**config.mk**
```make
export PLATFORM = sky130hd
export DESIGN_NAME = serial_frame_receiver_sum_check_top
export DESIGN_NICKNAME = d
export VERILOG_FILES = /design/src/hw/rtl/sfrsc_pkg.sv /design/src/hw/rtl/serial_frame_receiver_sum_check_top.sv /design/src/hw/rtl/sfrsc_core.sv /design/src/hw/rtl/sfrsc_out_fifo.sv
export SDC_FILE = /design/constraint.sdc
export NUM_CORES = 1
export LEC_CHECK = 0
export ABC_AREA = 1
export BUFFER_PORTS_ARGS = -buffer_cell sky130_fd_sc_hd__buf_2
export CELL_PAD_IN_SITES_DETAIL_PLACEMENT = 0
export CELL_PAD_IN_SITES_GLOBAL_PLACEMENT = 1
export CORE_MARGIN = 4
export CORE_UTILIZATION = 45
export CTS_CLUSTER_DIAMETER = 100
export DETAILED_ROUTE_END_ITERATION = 6
export MAX_ROUTING_LAYER = met4
export PLACE_DENSITY = 0.84
export REMOVE_ABC_BUFFERS = 1
export SLEW_MARGIN = 20
export SYNTH_ARGS = -nofsm -noshare
export SYNTH_HDL_FRONTEND = slang
export SYNTH_SLANG_ARGS = --single-unit
```
**constraint.sdc**
```tcl
create_clock -name clk -period 3.1 [get_ports clk]
set_input_delay 0.31 -clock clk [delete_from_list [all_inputs] [get_ports clk]]
set_output_delay 0.31 -clock clk [all_outputs]
set_load 0.01 [all_outputs]
```
**src/hw/rtl/sfrsc_pkg.sv**
```systemverilog
// Shared types and constants for the serial frame receiver with sum check.
package sfrsc_pkg;

  localparam logic [7:0] START_BYTE = 8'h40;

  typedef enum logic [1:0] {
    ST_OK        = 2'd0,
    ST_SUM_BAD   = 2'd1,
    ST_START_BAD = 2'd2,
    ST_TIMEOUT   = 2'd3
  } status_t;

  typedef enum logic {
    ACT_BYTE = 1'b0,
    ACT_TICK = 1'b1
  } action_t;

  typedef enum logic {
    KIND_PAYLOAD   = 1'b0,
    KIND_FRAME_END = 1'b1
  } kind_t;

  typedef struct packed {
    logic [7:0] data_byte;
    kind_t      kind;
    status_t    status;
  } result_t;

  localparam logic [15:0] TIMEOUT_RESET = 16'd1000;

endpackage

```
**src/hw/rtl/serial_frame_receiver_sum_check_top.sv**
```systemverilog
// Top level of the serial frame receiver with sum check.
// Requests are registered at the input; results wait in the two-entry result buffer.
// Throughput: one request per cycle while the buffer has room; it absorbs output stalls.
// Input ready depends only on registered state, never combinationally on out_ready.
// Synchronous active-high reset returns the receiver to idle, clears all buffered results
// and sets the timeout register to 1000 ticks.
module serial_frame_receiver_sum_check_top (
  input  logic        clk,
  input  logic        rst,
  input  logic        in_valid,
  output logic        in_ready,
  input  logic        action,
  input  logic [7:0]  rx_byte,
  output logic        out_valid,
  input  logic        out_ready,
  output logic [7:0]  data_byte,
  output logic        kind,
  output logic [1:0]  status,
  input  logic        cfg_wr_en,
  input  logic [15:0] cfg_wr_data
);
  import sfrsc_pkg::*;

  logic    res_room;
  logic    res_valid;
  result_t res;
  result_t out_res;

  sfrsc_core u_core (
    .clk         (clk),
    .rst         (rst),
    .in_valid    (in_valid),
    .in_ready    (in_ready),
    .action      (action),
    .rx_byte     (rx_byte),
    .cfg_wr_en   (cfg_wr_en),
    .cfg_wr_data (cfg_wr_data),
    .res_room    (res_room),
    .res_valid   (res_valid),
    .res         (res)
  );

  sfrsc_out_fifo u_out_fifo (
    .clk       (clk),
    .rst       (rst),
    .wr_valid  (res_valid),
    .wr_data   (res),
    .room      (res_room),
    .out_valid (out_valid),
    .out_ready (out_ready),
    .rd_data   (out_res)
  );

  assign data_byte = out_res.data_byte;
  assign kind      = out_res.kind;
  assign status    = out_res.status;

`ifndef SYNTHESIS
  a_payload_status_zero: assert property (@(posedge clk) disable iff (rst)
    out_valid && (kind == KIND_PAYLOAD) |-> (status == ST_OK))
    else $error("payload result carries a nonzero status");

  a_frame_end_data_zero: assert property (@(posedge clk) disable iff (rst)
    out_valid && (kind == KIND_FRAME_END) |-> (data_byte == 8'd0))
    else $error("frame end result carries a nonzero data byte");

  a_reset_empty: assert property (@(posedge clk)
    rst |=> !out_valid && in_ready)
    else $error("receiver not empty and ready after reset");

  a_out_hold: assert property (@(posedge clk) disable iff (rst)
    out_valid && !out_ready |=> out_valid && $stable({data_byte, kind, status}))
    else $error("waiting result dropped or changed before acceptance");
`endif

endmodule

```
**src/hw/rtl/sfrsc_core.sv**
```systemverilog
// Input register, frame state machine and result formation.
module sfrsc_core (
  input  logic                  clk,
  input  logic                  rst,
  input  logic                  in_valid,
  output logic                  in_ready,
  input  logic                  action,
  input  logic [7:0]            rx_byte,
  input  logic                  cfg_wr_en,
  input  logic [15:0]           cfg_wr_data,
  input  logic                  res_room,
  output logic                  res_valid,
  output sfrsc_pkg::result_t    res
);
  import sfrsc_pkg::*;

  typedef enum logic [1:0] {
    PH_IDLE,
    PH_LEN_LO,
    PH_LEN_HI,
    PH_BODY
  } phase_t;

  logic        inq_valid;
  logic        inq_action;
  logic [7:0]  inq_byte;
  logic [15:0] timeout_ticks;

  phase_t      phase;
  phase_t      phase_next;
  logic        start_ok;
  logic        start_ok_next;
  logic [7:0]  length_low;
  logic [7:0]  length_low_next;
  logic [15:0] bytes_left;
  logic [15:0] bytes_left_next;
  logic [7:0]  running_sum;
  logic [7:0]  running_sum_next;
  logic [15:0] idle_count;
  logic [15:0] idle_count_next;
  logic        fire;
  logic [15:0] body_len;

  assign fire     = inq_valid && res_room;
  assign in_ready = !inq_valid || res_room;
  assign body_len = {inq_byte, length_low};

  always_ff @(posedge clk) begin
    if (rst) begin
      inq_valid <= 1'b0;
    end else if (in_ready) begin
      inq_valid <= in_valid;
    end
    if (in_ready && in_valid) begin
      inq_action <= action;
      inq_byte   <= rx_byte;
    end
  end

  always_ff @(posedge clk) begin
    if (rst) begin
      timeout_ticks <= TIMEOUT_RESET;
    end else if (cfg_wr_en) begin
      timeout_ticks <= cfg_wr_data;
    end
  end

  always_comb begin
    phase_next       = phase;
    start_ok_next    = start_ok;
    length_low_next  = length_low;
    bytes_left_next  = bytes_left;
    running_sum_next = running_sum;
    idle_count_next  = idle_count;
    res_valid        = 1'b0;
    res.data_byte    = 8'd0;
    res.kind         = KIND_FRAME_END;
    res.status       = ST_OK;
    if (inq_action == ACT_TICK) begin
      if (phase != PH_IDLE) begin
        if (idle_count >= timeout_ticks) begin
          phase_next      = PH_IDLE;
          idle_count_next = 16'd0;
          res_valid       = 1'b1;
          res.status      = ST_TIMEOUT;
        end else begin
          idle_count_next = idle_count + 16'd1;
        end
      end
    end else begin
      idle_count_next = 16'd0;
      case (phase)
        PH_IDLE: begin
          start_ok_next = (inq_byte == START_BYTE);
          phase_next    = PH_LEN_LO;
        end
        PH_LEN_LO: begin
          length_low_next = inq_byte;
          phase_next      = PH_LEN_HI;
        end
        PH_LEN_HI: begin
          if (!start_ok) begin
            phase_next = PH_IDLE;
            res_valid  = 1'b1;
            res.status = ST_START_BAD;
          end else if (body_len == 16'd0) begin
            phase_next = PH_IDLE;
            res_valid  = 1'b1;
            res.status = ST_OK;
          end else begin
            bytes_left_next  = body_len;
            running_sum_next = 8'd0;
            phase_next       = PH_BODY;
          end
        end
        PH_BODY: begin
          if (bytes_left[15:1] == 15'd0) begin
            phase_next = PH_IDLE;
            res_valid  = 1'b1;
            res.status = (inq_byte == running_sum) ? ST_OK : ST_SUM_BAD;
          end else begin
            running_sum_next = running_sum + inq_byte;
            bytes_left_next  = bytes_left - 16'd1;
            res_valid        = 1'b1;
            res.data_byte    = inq_byte;
            res.kind         = KIND_PAYLOAD;
          end
        end
        default: begin
          phase_next = PH_IDLE;
        end
      endcase
    end
    res_valid = res_valid && fire;
  end

  always_ff @(posedge clk) begin
    if (rst) begin
      phase       <= PH_IDLE;
      start_ok    <= 1'b0;
      length_low  <= 8'd0;
      bytes_left  <= 16'd0;
      running_sum <= 8'd0;
      idle_count  <= 16'd0;
    end else if (fire) begin
      phase       <= phase_next;
      start_ok    <= start_ok_next;
      length_low  <= length_low_next;
      bytes_left  <= bytes_left_next;
      running_sum <= running_sum_next;
      idle_count  <= idle_count_next;
    end
  end

endmodule

```
**src/hw/rtl/sfrsc_out_fifo.sv**
```systemverilog
// Two-entry result buffer between the frame logic and the output channel.
module sfrsc_out_fifo (
  input  logic                  clk,
  input  logic                  rst,
  input  logic                  wr_valid,
  input  sfrsc_pkg::result_t    wr_data,
  output logic                  room,
  output logic                  out_valid,
  input  logic                  out_ready,
  output sfrsc_pkg::result_t    rd_data
);
  import sfrsc_pkg::*;

  result_t    mem [2];
  logic       wr_ptr;
  logic       rd_ptr;
  logic [1:0] count;
  logic       pop;

  assign room      = (count != 2'd2);
  assign out_valid = (count != 2'd0);
  assign pop       = out_valid && out_ready;
  assign rd_data   = mem[rd_ptr];

  always_ff @(posedge clk) begin
    if (rst) begin
      wr_ptr <= 1'b0;
      rd_ptr <= 1'b0;
      count  <= 2'd0;
    end else begin
      if (wr_valid) begin
        wr_ptr <= !wr_ptr;
      end
      if (pop) begin
        rd_ptr <= !rd_ptr;
      end
      case ({wr_valid, pop})
        2'b10:   count <= count + 2'd1;
        2'b01:   count <= count - 2'd1;
        default: count <= count;
      endcase
    end
    if (wr_valid) begin
      mem[wr_ptr] <= wr_data;
    end
  end

endmodule

```
# --- Word level (Yosys, flattened, before mapping) ---
# Memories as Yosys holds them, arrays and structs flattened. A register that Yosys moved wholly into a read port is not among the register bits.
# Index checks and enable logic that the tools add are counted.
totals:
  register_bits: 81
  ram_bits: 22
  in_bits: 30
  out_inout_bits: 13
  elab_cells: 94
  mem_count: 1
mem_list:
  columns: ["name", "depth", "width", "read_ports", "rd_clocked_by_memory_dff", "wr", "line_no", "text"]
  rows:
  - ["u_out_fifo.mem", 2, 11, 1, 1, 1, "sfrsc_out_fifo.sv:14", "result_t mem [2];"]
op_classes:
  n_addsub: 5
  n_lt_le_gt_ge: 1
  eq_ne: 14
  mux: 39
  bitwise: 1
  reduce_logical: 20
op_table:
  columns: ["cell", "n"]
  rows:
  - ["$mux W16", 6]
  - ["$pmux W16 S2", 1]
  - ["$mux W9", 3]
  - ["$mux W8", 3]
  - ["$mux W2", 11]
  - ["$add A16 B1 Y16 const B", 1]
  - ["$ge A16 B16 Y1", 1]
  - ["$logic_not A16 Y1", 1]
  - ["$pmux W8 S2", 1]
  - ["$sub A16 B1 Y16 const B", 1]
  - ["$logic_not A15 Y1", 1]
  - ["$mux W1", 10]
  - ["$ne A2 B2 Y1 const B", 5]
  - ["$add A8 B8 Y8", 1]
  - ["$eq A8 B7 Y1 const B", 1]
  - ["$eq A8 B8 Y1", 1]
  - ["$pmux W2 S2", 2]
  - ["$pmux W2 S4", 1]
  - ["$reduce_bool A2 Y1", 4]
  - ["$eq A2 B2 Y1 const B", 3]
  - ["$reduce_and A3 Y1", 2]
  - ["$reduce_and A6 Y1", 1]
  - ["$eq A2 B1 Y1 const B", 2]
  - ["$logic_and A1 B1 Y1", 4]
  - ["11 further kinds", 13]

# --- Depth between registers and ports, before layout ---
logic_depth:
  depth_word: 8
  depth_mapped: 19
  ltp_nobuf: 19

# --- Modules after synthesis ---
# Synthesis repeated with hierarchy kept, for this count alone.
hier_totals:
  hier_cells: 717
  area_unflattened_um2: 5521.5
modules_own_cells:
  columns: ["mod", "n_inst", "cells_per_inst", "area_each_um2", "seq_area_each_um2"]
  rows:
  - ["sfrsc_core", 1, 646, 4429.2, 1631.6]
  - ["sfrsc_out_fifo", 1, 71, 1092.3, 760.7]

# --- Worst setup path after synthesis ---
# Ideal clock, no wire load.
synth_path:
  kind: "reg-to-reg"
  start: "register u_core.idle_count[7]"
  end: "memory u_out_fifo.mem[0][0] in the netlist's numbering (enable)"
  setup_ns: 0.378
  arrival_ns: 1.830
  t_required_ns: 2.722
  setup_slack_ns: 0.891
  stages_incl_launch_ff: 13
  path_buffers: 0
  synth_period_minus_slack_ns: 2.209
  cell_sequence: "dfxtp_1 ha_1 nand2_1 inv_1 nand2_1 nor2_1 nor2_1 nand2_1 nand2_1 nand2_1 nand3_1 and2_1 nor2_1"
synth_via:
  elab_chain_cells: 7
synth_rtl:
  columns: ["element", "line_no", "text"]
  rows:
  - ["from (decl)", "sfrsc_core.sv:39", "logic [15:0] idle_count;"]
  - ["from (signal assigned)", "sfrsc_core.sv:151", "idle_count <= idle_count_next;"]
  - ["$ge A16 B16 Y1", "sfrsc_core.sv:81", "if (idle_count >= timeout_ticks) begin"]
  - ["$mux W1", "sfrsc_core.sv:81", null]
  - ["$mux W1", "sfrsc_core.sv:80", "if (phase != PH_IDLE) begin"]
  - ["$mux W1", "sfrsc_core.sv:79", "if (inq_action == ACT_TICK) begin"]
  - ["$logic_and A1 B1 Y1", "sfrsc_core.sv:134", "res_valid = res_valid && fire;"]
  - ["$mux W1", "sfrsc_out_fifo.sv:43", "if (wr_valid) begin"]
  - ["$mux W1 (implied by the code)", "sfrsc_out_fifo.sv:44", "mem[wr_ptr] <= wr_data;"]
  - ["to (decl)", "sfrsc_out_fifo.sv:14", null]
# No other way between the ends.

# --- Worst setup path after layout ---
layout_path:
  start: "register u_core.idle_count[7]"
  end: "register u_out_fifo.count[1]"
layout_via:
  elab_chain_cells: 7
  word_cells_on_any_way: 9
  cone_classes: "order compare (1); eq/ne (2); mux (4); reduce/logical (2)"
layout_rtl:
  columns: ["element", "line_no", "text"]
  rows:
  - ["$ge A16 B16 Y1 *", "sfrsc_core.sv:81", null]
  - ["$mux W1 *", "sfrsc_core.sv:81", null]
  - ["$mux W1 *", "sfrsc_core.sv:80", null]
  - ["$mux W1 *", "sfrsc_core.sv:79", null]
  - ["$logic_and A1 B1 Y1 *", "sfrsc_core.sv:134", null]
  - ["$eq A2 B1 Y1 or $eq A2 B2 Y1 (tied branches)", "sfrsc_out_fifo.sv:37", "case ({wr_valid, pop})"]
  - ["$pmux W2 S2 or $reduce_bool A2 Y1 (tied branches)", null, null]
  - ["to (signal assigned)", "sfrsc_out_fifo.sv:38", "2'b10: count <= count + 2'd1;"]
  - ["to (signal assigned)", "sfrsc_out_fifo.sv:39", "2'b01: count <= count - 2'd1;"]
  - ["to (signal assigned)", "sfrsc_out_fifo.sv:40", "default: count <= count;"]
  - ["to (decl)", "sfrsc_out_fifo.sv:17", "logic [1:0] count;"]
# Every way passes the cells marked *; elsewhere a longest branch is shown, timed or not.
# A chain may end at the register's enable or synchronous reset.

==> summary.md <==
| Metric | Value |
|---|---|
| Status | `finished clean` |
| RR Endpoint | `u_out_fifo.count[1]` |
| Hold Crit Depth | `1` |
| Seq/Total Area, Yosys | `0.448` |
| DRC | `0` |
| Largest net degree at the start of global routing | `39` |
| Total grt overflow | `0` |
| Share of cells above drive strength 1 | `0.120` |
| Crit path top cell by count | `nand2_1` |
| VDD IR max | `0.000338 V` |
| Fmax | `0.430 GHz` |
| Critical path's largest stage delay | `0.36 ns` |
| Reg clk slew, reported paths | `approximately 0.07 ns` |
| Fin crit period | `2.33 ns` |
| Reg2reg path depth | `17` |
| Clock tree buffer depth | `2` |
| Worst Setup SP | `u_core.idle_count[7]` |
| Sw frac | `0.225` |
| IO Pins | `between 40 and 50` |
| Top cells by count, synth | `nand2_1 (125), nor2_1 (83), dfxtp_1 (73), inv_1 (73)` |
| CTS H-tree depth | `3` |
| Post-CTS Setup Inserts | `0` |
| Slew headroom | `0.414` |
| Initial Utilization | `0.463` |
| Die height | `117 um` |
| Area leader, netlist | `dfxtp_1` |
| Fin util | `0.515` |
| Mapped Area | `5340 sq um` |
| Vias in the first global route | `around 4,200` |
| Final wirelength | `approximately 12 mm` |
| Mean cell area of the mapped netlist | `7.93 sq um` |
| Clock network power share | `0.400` |
| WL/cell | `14.1 um` |
| CP endpoint | `u_out_fifo.count[1]` |
| RR Startpoint | `u_core.idle_count[7]` |
| Post-synth EDFFs | `31` |
| Synth warn | `0` |
| Layout overhead on the synthesized area | `11.1%` |
| Nets | `768` |
| Power per cell area | `approximately 450 nW/um^2` |
| Via Count | `4,420` |
| Worst slew pin tran | `slightly below 0.9 ns` |
| Post-Syn Instances | `673` |
| Max-cap violations | `0` |
| Primary FF master, synth | `dfxtp_1` |
| Leak pwr | `2.61 nW` |
| Setup Skew | `around 0.0063 ns` |
| Via density | `5.15` |
| Die area | `approximately 14,000 sq um` |
| CP max stage cell | `dfxtp_1` |
| Crit path kind | `reg -> reg` |
| Period Utilization, post-route | `0.751` |
| Power share of the combinational group | `0.061` |
| Antenna cells | `0` |
| CTS tree | `yes` |
| Worst min-delay path category | `in -> reg` |
| Final Hold Viols | `0` |
| Register share of total power | `0.539` |
| FF+latch count, synth | `around 100` |
| Slew Viols, Final | `0` |
| GRT Total Usage | `0.199` |
| FF-to-FF setup slack | `between 0.7 and 0.8 ns` |
| Clock Latency Late Sink | `0.35 ns` |
| CTS sink cnt | `104` |
| Internal power | `2.07 mW` |
| Core Area | `between 10,000 and 15,000 sq um` |
| CTS buffer count | `9` |
| Post-CTS Hold Fix Bufs | `0` |
| Initial DRC count | `284` |
| Setup TNS | `0 ns` |
| Most frequent cell after synthesis | `nand2_1` |
| PostCTS Resize Cnt | `0` |
| Share of the synthesized area in the top cell type | `0.274` |
| P_sw | `600 uW` |
| Max Fanout on Critical Path | `6` |
| Die X-Extent | `117 um` |
| # setup viols final | `0` |
| Asr flop ratio synth | `0` |
| Worst setup EP type | `flip-flop` |
| Initial antenna violation count | `0` |
| Drt first pass iters | `4` |
| Yosys cell types | `43` |
| First-pass GRT wire length | `approximately 21 mm` |
| Port-buffer cells | `42` |
| RSZ-0062 raised after global routing | `no` |
| Crit path cell chain | `ha_1, nand2_1, inv_1, nand2_1, nor2_1, nor2_1, nand2_1, nand2_1, nand2_1, nand3_1, and2_1, ha_1, inv_1, nand2_1, nor2_1, o21ai_0, a21oi_1` |
| Synth area leaders | `dfxtp_1 (27%), edfxtp_1 (17%), nand2_1 (8.8%), ha_1 (6.1%), nor2_1 (5.8%)` |
| Startpoint Class | `flip-flop` |
| Placer Congestion | `just under 0.9` |
| Worst EP required | `3.38 ns` |
| Site Rows | `39` |
| Worst EP arrival | `2.61 ns` |
| Root Buffer | `clkbuf_16` |
| ANT nets after route | `0` |
| Final HPWL DP | `8.65 mm` |
[critical path, delay by kind of cell, from the launching register on]
| family | cells | cell delay, ns |
|---|---|---|
| AO/OA/AOI/OAI | 2 | 0.22 |
| adder cells (fa/ha/maj) | 2 | 0.60 |
| buffers and inverters | 2 | 0.14 |
| flip-flops | 1 | 0.36 |
| AND/OR/NAND/NOR | 11 | 0.92 |
[cell type report]
type	count	area, sq um
clock buffers	16	273
fillers	1123	5590
inverters	78	293
multi-input cells	471	2540
flip-flops and latches	104	2390
well taps	143	179
repair buffers	47	248
[worst min path at each step]
stage                           start  slack (ns)                    end
finish                     rx_byte[6]        0.13     u_core.inq_byte[6]
global placement    u_out_fifo.rd_ptr        0.44      u_out_fifo.rd_ptr
CTS                        rx_byte[6]        0.12     u_core.inq_byte[6]
floorplan                         rst        0.38  u_core.bytes_left[10]
global route               rx_byte[4]        0.12     u_core.inq_byte[4]
detailed placement  u_out_fifo.rd_ptr        0.45              flip-flop
[flip-flops by register name (all words and copies together) (netlist names), named ones only]
register / count
u_core.bytes_left: 16
u_core.idle_count: 16
u_core.inq_action: 1
u_core.inq_byte: 8
u_core.inq_valid: 1
u_core.length_low: 8
u_core.phase: 2
u_core.running_sum: 8
u_core.start_ok: 1
u_core.timeout_ticks: 16
u_out_fifo.count: 2
u_out_fifo.mem: 22
u_out_fifo.rd_ptr: 1
u_out_fifo.wr_ptr: 1
[layout by cell type, fill, tap and decap left out, types with 2 or more instances in the layout]
master and n:
nand4_1 12, dfxtp_1 73, buf_2 42, o21ai_0 61
xor2_1 15, buf_4 5, clkbuf_8 2, nor2_1 83
o21a_1 2, mux2_2 11, nand3b_1 2, clkbuf_1 4
nor3_1 13, nor4_1 2, inv_2 5, ha_1 26
inv_1 73, a21oi_1 61, xnor2_1 3, and2_1 2
nand2_2 3, nand3_1 28, clkbuf_16 9, a31oi_1 4
edfxtp_1 31, nand2_1 125
[power by group through the flow]
stage | combinational (mW) | clock (mW) | sequential, mW
2_1_floorplan | 0.102 | 0 | 1.46
3_3_place_gp | 0.159 | 0 | 1.47
3_5_place_dp | 0.163 | 0 | 1.47
4_1_cts | 0.164 | 1.09 | 1.44
5_1_grt | 0.190 | 1.13 | 1.44
6_report | 0.162 | 1.07 | 1.44
[metal layers]
layer | GRT usage | routed length, um
met4 | 0.0612 | 156
met2 | 0.333 | 5930
met3 | 0.0442 | 453
met5 | - | 0
met1 | 0.241 | 5570
[through the flow]
| step | hold WS [ns] | std cells | worst slack [ns] | instance area, sq um | total power [mW] |
|---|---|---|---|---|---|
| finish | 0.131 | 859 | 0.773 | 5930 | 2.67 |
| global route | 0.122 | 859 | 0.371 | 5930 | 2.77 |
| CTS | 0.121 | 859 | 0.748 | 5930 | 2.70 |
| detailed placement | 0.448 | 843 | 0.773 | 5660 | 1.63 |
| global placement | 0.436 | 843 | 0.856 | 5660 | 1.63 |
| floorplan | 0.379 | 653 | 0.891 | 5230 | 1.57 |
[cells by family after synthesis]
kind of cell / Yosys count / share of synthesized area
AOI/OAI and AO/OA: 137 / 0.137
adders and majority gates: 27 / 0.0647
muxes: 11 / 0.0232
buffers and inverters: 98 / 0.0752
DFF: 104 / 0.448
and+or+nand+nor: 278 / 0.222
xor gates and xnor gates: 18 / 0.0295
Power figures use the tool's default switching activity.
